==> src/fpau_pkg.sv <==
`default_nettype none

package fpau_pkg;

   localparam int VALUE_W = 32;
   localparam int WIDE_W  = 64;

   localparam logic [1:0] OP_ADD     = 2'd0;
   localparam logic [1:0] OP_MUL     = 2'd1;
   localparam logic [1:0] OP_REQUANT = 2'd2;

   typedef struct packed {
      logic [1:0]                 opcode;
      logic signed [VALUE_W-1:0]  a_value;
      logic [4:0]                 a_frac;
      logic [5:0]                 a_total;
      logic signed [VALUE_W-1:0]  b_value;
      logic [4:0]                 b_frac;
      logic [5:0]                 b_total;
      logic [4:0]                 dst_frac;
      logic [5:0]                 dst_total;
   } req_type;

   typedef struct packed {
      logic signed [VALUE_W-1:0]  result_value;
      logic [5:0]                 result_frac;
      logic [5:0]                 result_total;
   } rsp_type;

   typedef struct packed {
      logic       sat_mode;
      logic [5:0] width;
   } reduce_ctrl_type;

endpackage

`default_nettype wire

==> src/fpau_reduce.sv <==
`default_nettype none

module fpau_reduce
   import fpau_pkg::*;
#(
   parameter int DATA_WIDTH = 32
) (
   input  wire logic signed [WIDE_W-1:0]     value,
   input  wire reduce_ctrl_type              ctrl,
   output logic signed [DATA_WIDTH-1:0]      result
);

   logic signed [WIDE_W-1:0]     half;
   logic signed [WIDE_W-1:0]     hi;
   logic signed [WIDE_W-1:0]     lo;
   logic [5:0]                   shamt;
   logic signed [DATA_WIDTH-1:0] low_bits;
   logic signed [DATA_WIDTH-1:0] shifted;
   logic signed [DATA_WIDTH-1:0] wrapped;

   always_comb begin
      half     = 64'sd1 <<< (ctrl.width - 6'd1);
      hi       = half - 64'sd1;
      lo       = -half;
      // Sign wrap keeps the low width bits and extends from the top one of them.
      shamt    = 6'(DATA_WIDTH) - ctrl.width;
      low_bits = value[DATA_WIDTH-1:0];
      shifted  = low_bits <<< shamt;
      wrapped  = shifted >>> shamt;
      if (ctrl.sat_mode) begin
         if (value > hi) begin
            result = hi[DATA_WIDTH-1:0];
         end else if (value < lo) begin
            result = lo[DATA_WIDTH-1:0];
         end else begin
            result = value[DATA_WIDTH-1:0];
         end
      end else begin
         result = wrapped;
      end
   end

endmodule

`default_nettype wire

==> src/fixed_point_arith_unit_core.sv <==
`default_nettype none

// Channel   Direction  Handshake              Payload
// req_      in         req_valid/req_ready    req_data (req_type)
// rsp_      out        rsp_valid/rsp_ready    rsp_data (rsp_type)
// csr_      in         csr_valid/csr_ready    csr_data (sat_mode)
//
// Three register stages: operand add, rounding add and 32x32 multiply; the
// alignment shift; saturation or wrap into the output register. One item is
// accepted every cycle unless rsp_ready stalls; the multiplier sets the first
// stage's depth. Reset clears the valid bits and sets sat_mode to wrap. A
// stall at rsp_ready holds each occupied stage, and bubbles still close up.
module fixed_point_arith_unit_core
   import fpau_pkg::*;
#(
   parameter int DATA_WIDTH = 32
) (
   input  wire logic    clock,
   input  wire logic    reset,
   input  wire logic    req_valid,
   output logic         req_ready,
   input  wire req_type req_data,
   output logic         rsp_valid,
   input  wire logic    rsp_ready,
   output rsp_type      rsp_data,
   input  wire logic    csr_valid,
   output logic         csr_ready,
   input  wire logic    csr_data
);

   function automatic logic [5:0] clamp_width(input logic [5:0] t);
      logic [5:0] w;
      w = t;
      if (t == 6'd0) begin
         w = 6'd1;
      end else if (t > 6'(DATA_WIDTH)) begin
         w = 6'(DATA_WIDTH);
      end
      return w;
   endfunction

   logic sat_mode_ff, sat_mode_in;

   logic                     s1_valid_ff, s1_valid_in;
   logic signed [WIDE_W-1:0] s1_value_ff, s1_value_in;
   logic [4:0]               s1_shift_ff, s1_shift_in;
   logic                     s1_left_ff, s1_left_in;
   logic [5:0]               s1_frac_ff, s1_frac_in;
   logic [5:0]               s1_total_ff, s1_total_in;

   logic                     s2_valid_ff, s2_valid_in;
   logic signed [WIDE_W-1:0] s2_value_ff, s2_value_in;
   logic [5:0]               s2_frac_ff, s2_frac_in;
   logic [5:0]               s2_total_ff, s2_total_in;

   logic    out_valid_ff, out_valid_in;
   rsp_type out_data_ff, out_data_in;

   logic adv1, adv2, adv3;

   logic signed [WIDE_W-1:0]     a_ext, b_ext, sum, prod, rnd;
   logic [5:0]                   at, bt, dt;
   logic [6:0]                   mul_total;
   logic [4:0]                   s_up, s_dn;
   reduce_ctrl_type              red_ctrl;
   logic signed [DATA_WIDTH-1:0] red_value;

   assign csr_ready   = 1'b1;
   assign sat_mode_in = csr_valid ? csr_data : sat_mode_ff;

   // Each stage moves on when it is empty or the stage after it moves on.
   assign adv3      = !out_valid_ff || rsp_ready;
   assign adv2      = !s2_valid_ff || adv3;
   assign adv1      = !s1_valid_ff || adv2;
   assign req_ready = adv1;

   // Stage one: operand adds, the multiply and the format bookkeeping.
   always_comb begin
      a_ext     = 64'(req_data.a_value);
      b_ext     = 64'(req_data.b_value);
      sum       = a_ext + b_ext;
      prod      = req_data.a_value * req_data.b_value;
      at        = clamp_width(req_data.a_total);
      bt        = clamp_width(req_data.b_total);
      dt        = clamp_width(req_data.dst_total);
      mul_total = 7'(at) + 7'(bt);
      s_up      = req_data.dst_frac - req_data.a_frac;
      s_dn      = req_data.a_frac - req_data.dst_frac;
      // Half an output LSB, taken away from zero by the sign of a.
      rnd       = 64'sd1 <<< (s_dn - 5'd1);
      if (req_data.a_value < 0) begin
         rnd = -rnd;
      end

      s1_valid_in = adv1 ? req_valid : s1_valid_ff;
      s1_value_in = '0;
      s1_shift_in = '0;
      s1_left_in  = 1'b0;
      s1_frac_in  = '0;
      s1_total_in = 6'd1;
      unique case (req_data.opcode)
         OP_ADD: begin
            s1_value_in = sum;
            s1_frac_in  = 6'(req_data.a_frac);
            s1_total_in = at;
         end
         OP_MUL: begin
            s1_value_in = prod;
            s1_frac_in  = 6'(req_data.a_frac) + 6'(req_data.b_frac);
            s1_total_in = (mul_total > 7'(DATA_WIDTH)) ? 6'(DATA_WIDTH) : mul_total[5:0];
         end
         OP_REQUANT: begin
            s1_frac_in  = 6'(req_data.dst_frac);
            s1_total_in = dt;
            if (req_data.dst_frac > req_data.a_frac) begin
               s1_value_in = a_ext;
               s1_shift_in = s_up;
               s1_left_in  = 1'b1;
            end else if (req_data.dst_frac < req_data.a_frac) begin
               s1_value_in = a_ext + rnd;
               s1_shift_in = s_dn;
            end else begin
               s1_value_in = a_ext;
            end
         end
         default: begin
         end
      endcase
   end

   // Stage two: alignment, exact left shift or floor right shift.
   always_comb begin
      s2_valid_in = adv2 ? s1_valid_ff : s2_valid_ff;
      s2_value_in = s1_left_ff ? (s1_value_ff <<< s1_shift_ff)
                               : (s1_value_ff >>> s1_shift_ff);
      s2_frac_in  = s1_frac_ff;
      s2_total_in = s1_total_ff;
   end

   // Stage three: reduction to the result width.
   assign red_ctrl = '{sat_mode: sat_mode_ff, width: s2_total_ff};

   fpau_reduce #(
      .DATA_WIDTH(DATA_WIDTH)
   ) u_reduce (
      .value  (s2_value_ff),
      .ctrl   (red_ctrl),
      .result (red_value)
   );

   always_comb begin
      out_valid_in             = adv3 ? s2_valid_ff : out_valid_ff;
      out_data_in.result_value = VALUE_W'(red_value);
      out_data_in.result_frac  = s2_frac_ff;
      out_data_in.result_total = s2_total_ff;
   end

   always_ff @(posedge clock) begin
      if (reset) begin
         sat_mode_ff  <= 1'b0;
         s1_valid_ff  <= 1'b0;
         s2_valid_ff  <= 1'b0;
         out_valid_ff <= 1'b0;
      end else begin
         sat_mode_ff  <= sat_mode_in;
         s1_valid_ff  <= s1_valid_in;
         s2_valid_ff  <= s2_valid_in;
         out_valid_ff <= out_valid_in;
      end
   end

   always_ff @(posedge clock) begin
      if (adv1 && req_valid) begin
         s1_value_ff <= s1_value_in;
         s1_shift_ff <= s1_shift_in;
         s1_left_ff  <= s1_left_in;
         s1_frac_ff  <= s1_frac_in;
         s1_total_ff <= s1_total_in;
      end
      if (adv2 && s1_valid_ff) begin
         s2_value_ff <= s2_value_in;
         s2_frac_ff  <= s2_frac_in;
         s2_total_ff <= s2_total_in;
      end
      if (adv3 && s2_valid_ff) begin
         out_data_ff <= out_data_in;
      end
   end

   assign rsp_valid = out_valid_ff;
   assign rsp_data  = out_data_ff;

endmodule

`default_nettype wire
==> config.mk <==
export PLATFORM = sky130hd
export DESIGN_NAME = fixed_point_arith_unit_core
export DESIGN_NICKNAME = d
export VERILOG_FILES = /design/src/fpau_pkg.sv /design/src/fpau_reduce.sv /design/src/fixed_point_arith_unit_core.sv
export SDC_FILE = /design/constraint.sdc
export NUM_CORES = 2
export LEC_CHECK = 0
export BUFFER_PORTS_ARGS = -buffer_cell sky130_fd_sc_hd__buf_2
export CAP_MARGIN = 0
export CORE_AREA = 2 2 348 350
export CTS_CLUSTER_SIZE = 30
export DETAILED_ROUTE_END_ITERATION = 10
export DIE_AREA = 0 0 350 352
export PLACE_DENSITY = 0.71
export SLEW_MARGIN = 15
export SYNTH_ARGS = -nofsm -noshare
export SYNTH_HDL_FRONTEND = slang
export SYNTH_SLANG_ARGS = --single-unit
==> constraint.sdc <==
create_clock -name clock -period 12.25 [get_ports clock]
set_input_delay 1.225 -clock clock [delete_from_list [all_inputs] [get_ports clock]]
set_output_delay 1.225 -clock clock [all_outputs]
set_load 0.01 [all_outputs]
-- Yosys cells after proc, flatten, opt, wreduce, memory -nomap -nowiden
Cells that the tools add are included.
- add/sub/neg operators: 12
- multipliers: 1
- order comparisons: 9
- equal/unequal tests: 2
- shift operators: 6
- muxes and demuxes: 20
- reductions and logical operators: 13
- operator list (kind ; number):
    2-to-1 mux 64 bit ; 4
    case mux 64 bit (3 select lines) ; 1
    negator 64 bit ; 2
    2-to-1 mux 32 bit ; 3
    adder 32 x 64 -> 64 bit ; 1
    greater-than comparator 64 bit ; 1
    < comparator 64 bit ; 1
    multiplier 32 x 32 -> 64 bit ; 1
    <<< shifter 2 x 5 -> 64 bit, first input constant ; 1
    <<< shifter 2 x 6 -> 64 bit, first input constant ; 1
    <<< shifter 64 x 5 -> 64 bit ; 1
    >>> shifter 64 x 5 -> 64 bit ; 1
    subtractor 64 x 2 -> 64 bit, second input constant ; 1
    2-to-1 mux 6 bit ; 7
    case mux 6 bit (3 select lines) ; 2
    adder 32 x 32 -> 33 bit ; 1
    < comparator 32 x 1 -> 1 bit, second input constant ; 1
    <<< shifter 32 x 6 -> 32 bit ; 1
    >>> shifter 32 x 6 -> 32 bit ; 1
    greater-than comparator 6 bit, second input constant ; 3
    zero test 6 bit ; 3
    2-to-1 mux 5 bit ; 2
    subtractor 5 bit ; 2
    adder 6 x 6 -> 7 bit ; 1
    other kinds (14) ; 20
- flip-flop bits (word level): 206
- input port bits: 105
- output and inout port bits: 47
- logic and storage cells: 78

-- Longest topological paths before layout
- depth after elaboration: 9
- mapped depth: 35
- gate-level depth less buffers: 27

-- Modules after synthesis
A second synthesis with hierarchy kept.
- cells, all modules: 7502
- area, all modules: 64842.2 um^2
- modules (own cells, without submodules) (module ; times used ; cells an instance ; area an instance (um^2) ; sequential area each (um^2)):
    fixed_point_arith_unit_core ; 1 ; 6124 ; 54913.9 ; 6145.9
    fpau_reduce ; 1 ; 1378 ; 9928.3 ; 0.0

-- Least setup slack after synthesis
Ideal clock, no wire load.
- kind: input -> register
- start point: in req_data[96] in the netlist's numbering
- end point: reg s1_value_ff[63] (data pin)
- library setup time: 0.264 ns
- arrival: 8.990 ns
- data required time: 11.986 ns
- path slack: 2.997 ns
- stages on the path: 27
- path buffers: 3
- cells stage by stage: clkbuf_1 > clkbuf_1 > buf_1 > nand2_1 > inv_1 > fa_1 > fa_1 > fa_1 > fa_1 > inv_1 > fa_1 > inv_1 > fa_1 > inv_1 > fa_1 > inv_1 > fa_1 > ha_1 > a21o_1 > a21o_1 > a21o_1 > a21o_1 > a21o_1 > a21o_1 > a211o_1 > a221oi_1 > nand2_1
- word-level cells in the longest chain between the ends: 6
- elaborated cells on any way between the ends: 8
- classes of those cells: 2 x add/sub; 1 x mul; 1 x order compare; 4 x mux
- RTL lines (item ; line ; RTL):
    start: declaration ; fixed_point_arith_unit_core.sv:22 ; input wire req_type req_data,
    < comparator 32 x 1 -> 1 bit ; fixed_point_arith_unit_core.sv:91 ; if (req_data.a_value < 0) begin
    2-to-1 mux 64 bit ; fixed_point_arith_unit_core.sv:91 ;
    adder 32 x 64 -> 64 bit ; fixed_point_arith_unit_core.sv:120 ; s1_value_in = a_ext + rnd;
    2-to-1 mux 64 bit ; fixed_point_arith_unit_core.sv:119 ; end else if (req_data.dst_frac < req_data.a_frac) begin
    2-to-1 mux 64 bit ; fixed_point_arith_unit_core.sv:115 ; if (req_data.dst_frac > req_data.a_frac) begin
    case mux 64 bit (3 select lines) (*) ; fixed_point_arith_unit_core.sv:101 ; unique case (req_data.opcode)
    named net s1_value_in[63] ; fixed_point_arith_unit_core.sv:45 ; logic signed [WIDE_W-1:0] s1_value_ff, s1_value_in;
    end signal: assignment ; fixed_point_arith_unit_core.sv:174 ; s1_value_ff <= s1_value_in;
    end: declaration ; fixed_point_arith_unit_core.sv:45 ;
The timed path passes the listed nets; every way through them passes the cells marked *.
A chain may end at the register's enable or synchronous reset.

-- Final worst setup path
- start point: reg s2_total_ff[0]
- end point: reg out_data_ff (netlist bit rsp_data[26]) (data pin)
- word-level cells in the longest chain between the ends: 7
- elaborated cells on any way between the ends: 12
- classes of those cells: 4 x add/sub; 2 x order compare; 3 x shift; 3 x mux
- RTL lines (item ; line ; RTL):
    start: declaration ; fixed_point_arith_unit_core.sv:54 ; logic [5:0] s2_total_ff, s2_total_in;
    start signal: assignment ; fixed_point_arith_unit_core.sv:183 ; s2_total_ff <= s2_total_in;
    subtractor 6 x 1 -> 6 bit ; fpau_reduce.sv:22 ; half = 64'sd1 <<< (ctrl.width - 6'd1);
    <<< shifter 2 x 6 -> 64 bit ; fpau_reduce.sv:22 ;
    negator 64 bit ; fpau_reduce.sv:24 ; lo = -half;
    < comparator 64 bit ; fpau_reduce.sv:33 ; end else if (value < lo) begin
    2-to-1 mux 32 bit ; fpau_reduce.sv:33 ;
    2-to-1 mux 32 bit ; fpau_reduce.sv:31 ; if (value > hi) begin
    2-to-1 mux 32 bit (*) ; fpau_reduce.sv:30 ; if (ctrl.sat_mode) begin
    named net red_value[14] ; fixed_point_arith_unit_core.sv:66 ; logic signed [DATA_WIDTH-1:0] red_value;
    end signal: assignment ; fixed_point_arith_unit_core.sv:186 ; out_data_ff <= out_data_in;
    end: declaration ; fixed_point_arith_unit_core.sv:57 ; rsp_type out_data_ff, out_data_in;
Marks and branches as above.

==> out/metrics.cfg <==
[synthesis]
synthFlopType=edfxtp_1
syn_area_sq_um=65300
avgSynthCellArea_sq_um=8.64
postSynthCellCount=7565
synth_edf_count=202
async_reset_ff_share_pct=0
ys_seq_elements=206
synth-seq-area-share_pct=9.40
synth_fp_nets=9163
synth_cell_types=106
synth_warnings=0

[placement]
io_buffer_count=150
place.gp.congestion=1.04
dp_hpwl_um=187000

[flow_run]
drv_cap=0

[global_route]
grt_pass1_wl_um=358000
use_met2_pct=59.5
grt_overflow=0
busiest_layer=met2
met3_usage_pct=7.34
grt_pass1_vias=58700
grt_use_met1_pct=51.5
antenna_found_initial=10
grt_usage_pct=38.1
grt_max_degree=106

[timing]
skew_ns=0.0214
finalMaxSlewViolations=0
rsz0062_at_grt=no
fin_crit_ns=10.05
setup_viol=0
fin_tns_setup_ns=0
worstMarginPinSlew_ns=1.17
hold_viol=0
max_freq_mhz=99.5
maxSlewHeadroom_pct=21.2
final.period_utilization_pct=82.0

[clock_network]
clock_sinks=206
ctsResizeCount=0
hold_buffers=0
h-tree-depth=1
cts_setup_buffers=0
cts_tree=yes
clkTransAtPathRegs_ns=0.06
clk_latency_ns=0.58
cts_made_buffers=25
clockBufferDepth=3
cts_root_buffer=clkbuf_16

[setup_path]
path_max_fanout=34
end_kind=flip-flop
start_kind=flip-flop
required_ns=12.50
worstSetupPathType=reg -> reg
cp.arrival_ns=10.30

[cells_and_area]
layout_commonest_cell=inv_1
regArea_sq_um=6150
fillCellCount=10900
final_nets=8986
multi_input_area_sq_um=53300
utilization_pct=57.0
synthToLayoutAreaGrowth_pct=4.11
drive_above_1_share_pct=6.59
n_antenna_cell=0
final_cell_mix=inv_1 (1089), fa_1 (1088), nand2_1 (786)

[floorplanning]
dieArea_sq_um=123000
die_width_um=350
rows=127
ioPinCount=152
core_area_sq_um=119000
start_util_pct=54.8
dieHeight_um=352

[routing]
first_pass_iters=7
drt-total-wl_um=232000
wl_per_cell_um=25.8
viasPerCell=6.28
drcViolationCount=0
ant_nets=0
vias=56600
drt_iter0_drc=6091

[status]
outcome=complete, no violations

[worst_hold_path]
hp-class=reg -> reg

-- flip-flops by register name (all words and copies together) (netlist names), 5 cells and up --
name         count
s2_total_ff      6
s2_frac_ff       6
s1_value_ff     64
s1_shift_ff      5
s1_total_ff      6
s1_frac_ff       6
s2_value_ff     64
rsp_data        44
-- critical path: stages (launching register included) --
cell and delay [ns]:
edfxtp_1 0.42, inv_1 0.07, buf_4 0.44, ha_1 0.73, nor3b_4 0.78, xnor2_1 0.20, buf_4 0.31, nor3_4 0.10
nand2_1 0.16, ha_1 0.47, o31a_1 0.34, o211ai_1 0.34, a21oi_1 0.50, and3_1 0.37, xnor2_1 0.12, ha_1 0.30
nand4_1 0.15, nor3_1 0.83, o311ai_1 0.61, o211ai_1 0.33, o311a_1 0.20, a211o_1 0.12, mux2_2 0.45, nand2b_1 0.49
o31ai_1 0.83
-- layer usage --
layer	vias up	wire (um)
met2	3217	104000
met5	-	108
met4	14	12800
li1	24500	-
met1	28100	91800
met3	706	23600
-- metrics by stage --
| stage | hold slack, ns | worst slack [ns] | cells | instance area, sq um |
|---|---|---|---|---|
| 2_1_floorplan | 0.400 | 3.00 | 7565 | 65300 |
| 3_3_place_gp | 0.402 | 2.08 | 8973 | 67200 |
| 3_5_place_dp | 0.405 | 2.07 | 8973 | 67200 |
| 4_1_cts | 0.418 | 2.65 | 9016 | 68000 |
| 5_1_grt | 0.426 | 2.17 | 9016 | 68000 |
| 6_report | 0.417 | 2.20 | 9016 | 68000 |
-- final timing paths --
check        slack [ns]                       to                     start  cells past startpoint
max                2.20   rsp_data[26]$_DFFE_PP_  s2_total_ff[0]$_DFFE_PP_                     24
min reg2reg        0.42  s2_frac_ff[1]$_DFFE_PP_   s1_frac_ff[1]$_DFFE_PP_                      0
min                0.42  s2_frac_ff[1]$_DFFE_PP_   s1_frac_ff[1]$_DFFE_PP_                      0
max reg2reg        2.20   rsp_data[26]$_DFFE_PP_  s2_total_ff[0]$_DFFE_PP_                     24
-- synthesized netlist by cell type (10+ instances only) --
master | number | area, sq um
o21bai_1 | 16 | 120
inv_1 | 1090 | 4090
mux4_2 | 63 | 1420
a21boi_0 | 11 | 82.6
o21a_1 | 41 | 308
or3_1 | 26 | 163
xnor2_1 | 108 | 946
ha_1 | 405 | 5070
o211ai_1 | 72 | 541
nor2b_1 | 40 | 250
fa_1 | 1088 | 21800
buf_2 | 18 | 90.1
nor4_1 | 17 | 106
mux2_2 | 42 | 473
edfxtp_1 | 202 | 6070
a31oi_1 | 56 | 350
or2_2 | 25 | 156
o221ai_1 | 28 | 245
o21ai_0 | 381 | 1910
nand4_1 | 50 | 313
o22a_1 | 10 | 87.6
o22ai_1 | 64 | 400
and3_1 | 27 | 169
a211oi_1 | 40 | 300
nor3_1 | 79 | 395
xor2_1 | 61 | 534
a2111oi_0 | 12 | 105
a22oi_1 | 23 | 173
a21o_1 | 121 | 908
a211o_1 | 19 | 166
a221o_1 | 10 | 100
nor2_1 | 549 | 2060
and2_1 | 536 | 3350
nand2b_1 | 94 | 588
o31ai_1 | 18 | 135
a221oi_1 | 20 | 175
a21oi_1 | 330 | 1650
o31a_1 | 13 | 114
clkbuf_1 | 392 | 1470
mux2i_1 | 263 | 2630
buf_1 | 48 | 180
o21ai_1 | 12 | 60.1
nand2_1 | 786 | 2950
nand3_1 | 91 | 455
-- logic make-up (layout without fill, tap and decap cells) --
| kind of cell | count (synthesis) | in the layout | share of synthesized area [%] |
|---|---|---|---|
| AO/OA/AOI/OAI | 1398 | 1398 | 13.6 |
| XOR/XNOR | 170 | 170 | 2.31 |
| adder cells (fa/ha/maj) | 1495 | 1495 | 41.1 |
| buffers and inverters | 1566 | 1405 | 9.18 |
| flip-flops | 206 | 206 | 9.40 |
| multiplexers | 371 | 371 | 7.02 |
| other | 1 | 1 | 0.00574 |
| AND/OR/NAND/NOR | 2358 | 2358 | 17.3 |
-- area by class of cell --
type | count | share of cell area (%)
Timing Repair Buffer | 268 | 2.41
Sequential cell | 206 | 9.03
Clock buffer | 27 | 0.931
Tap cell | 1612 | 2.96
Multi-Input combinational cell | 5793 | 78.3
Clock inverter | 16 | 0.302
Inverter | 1094 | 6.04
Power is left out: the tool's default activity adds up to more than one toggle a clock period on the data nets, which glitch-free logic cannot reach.
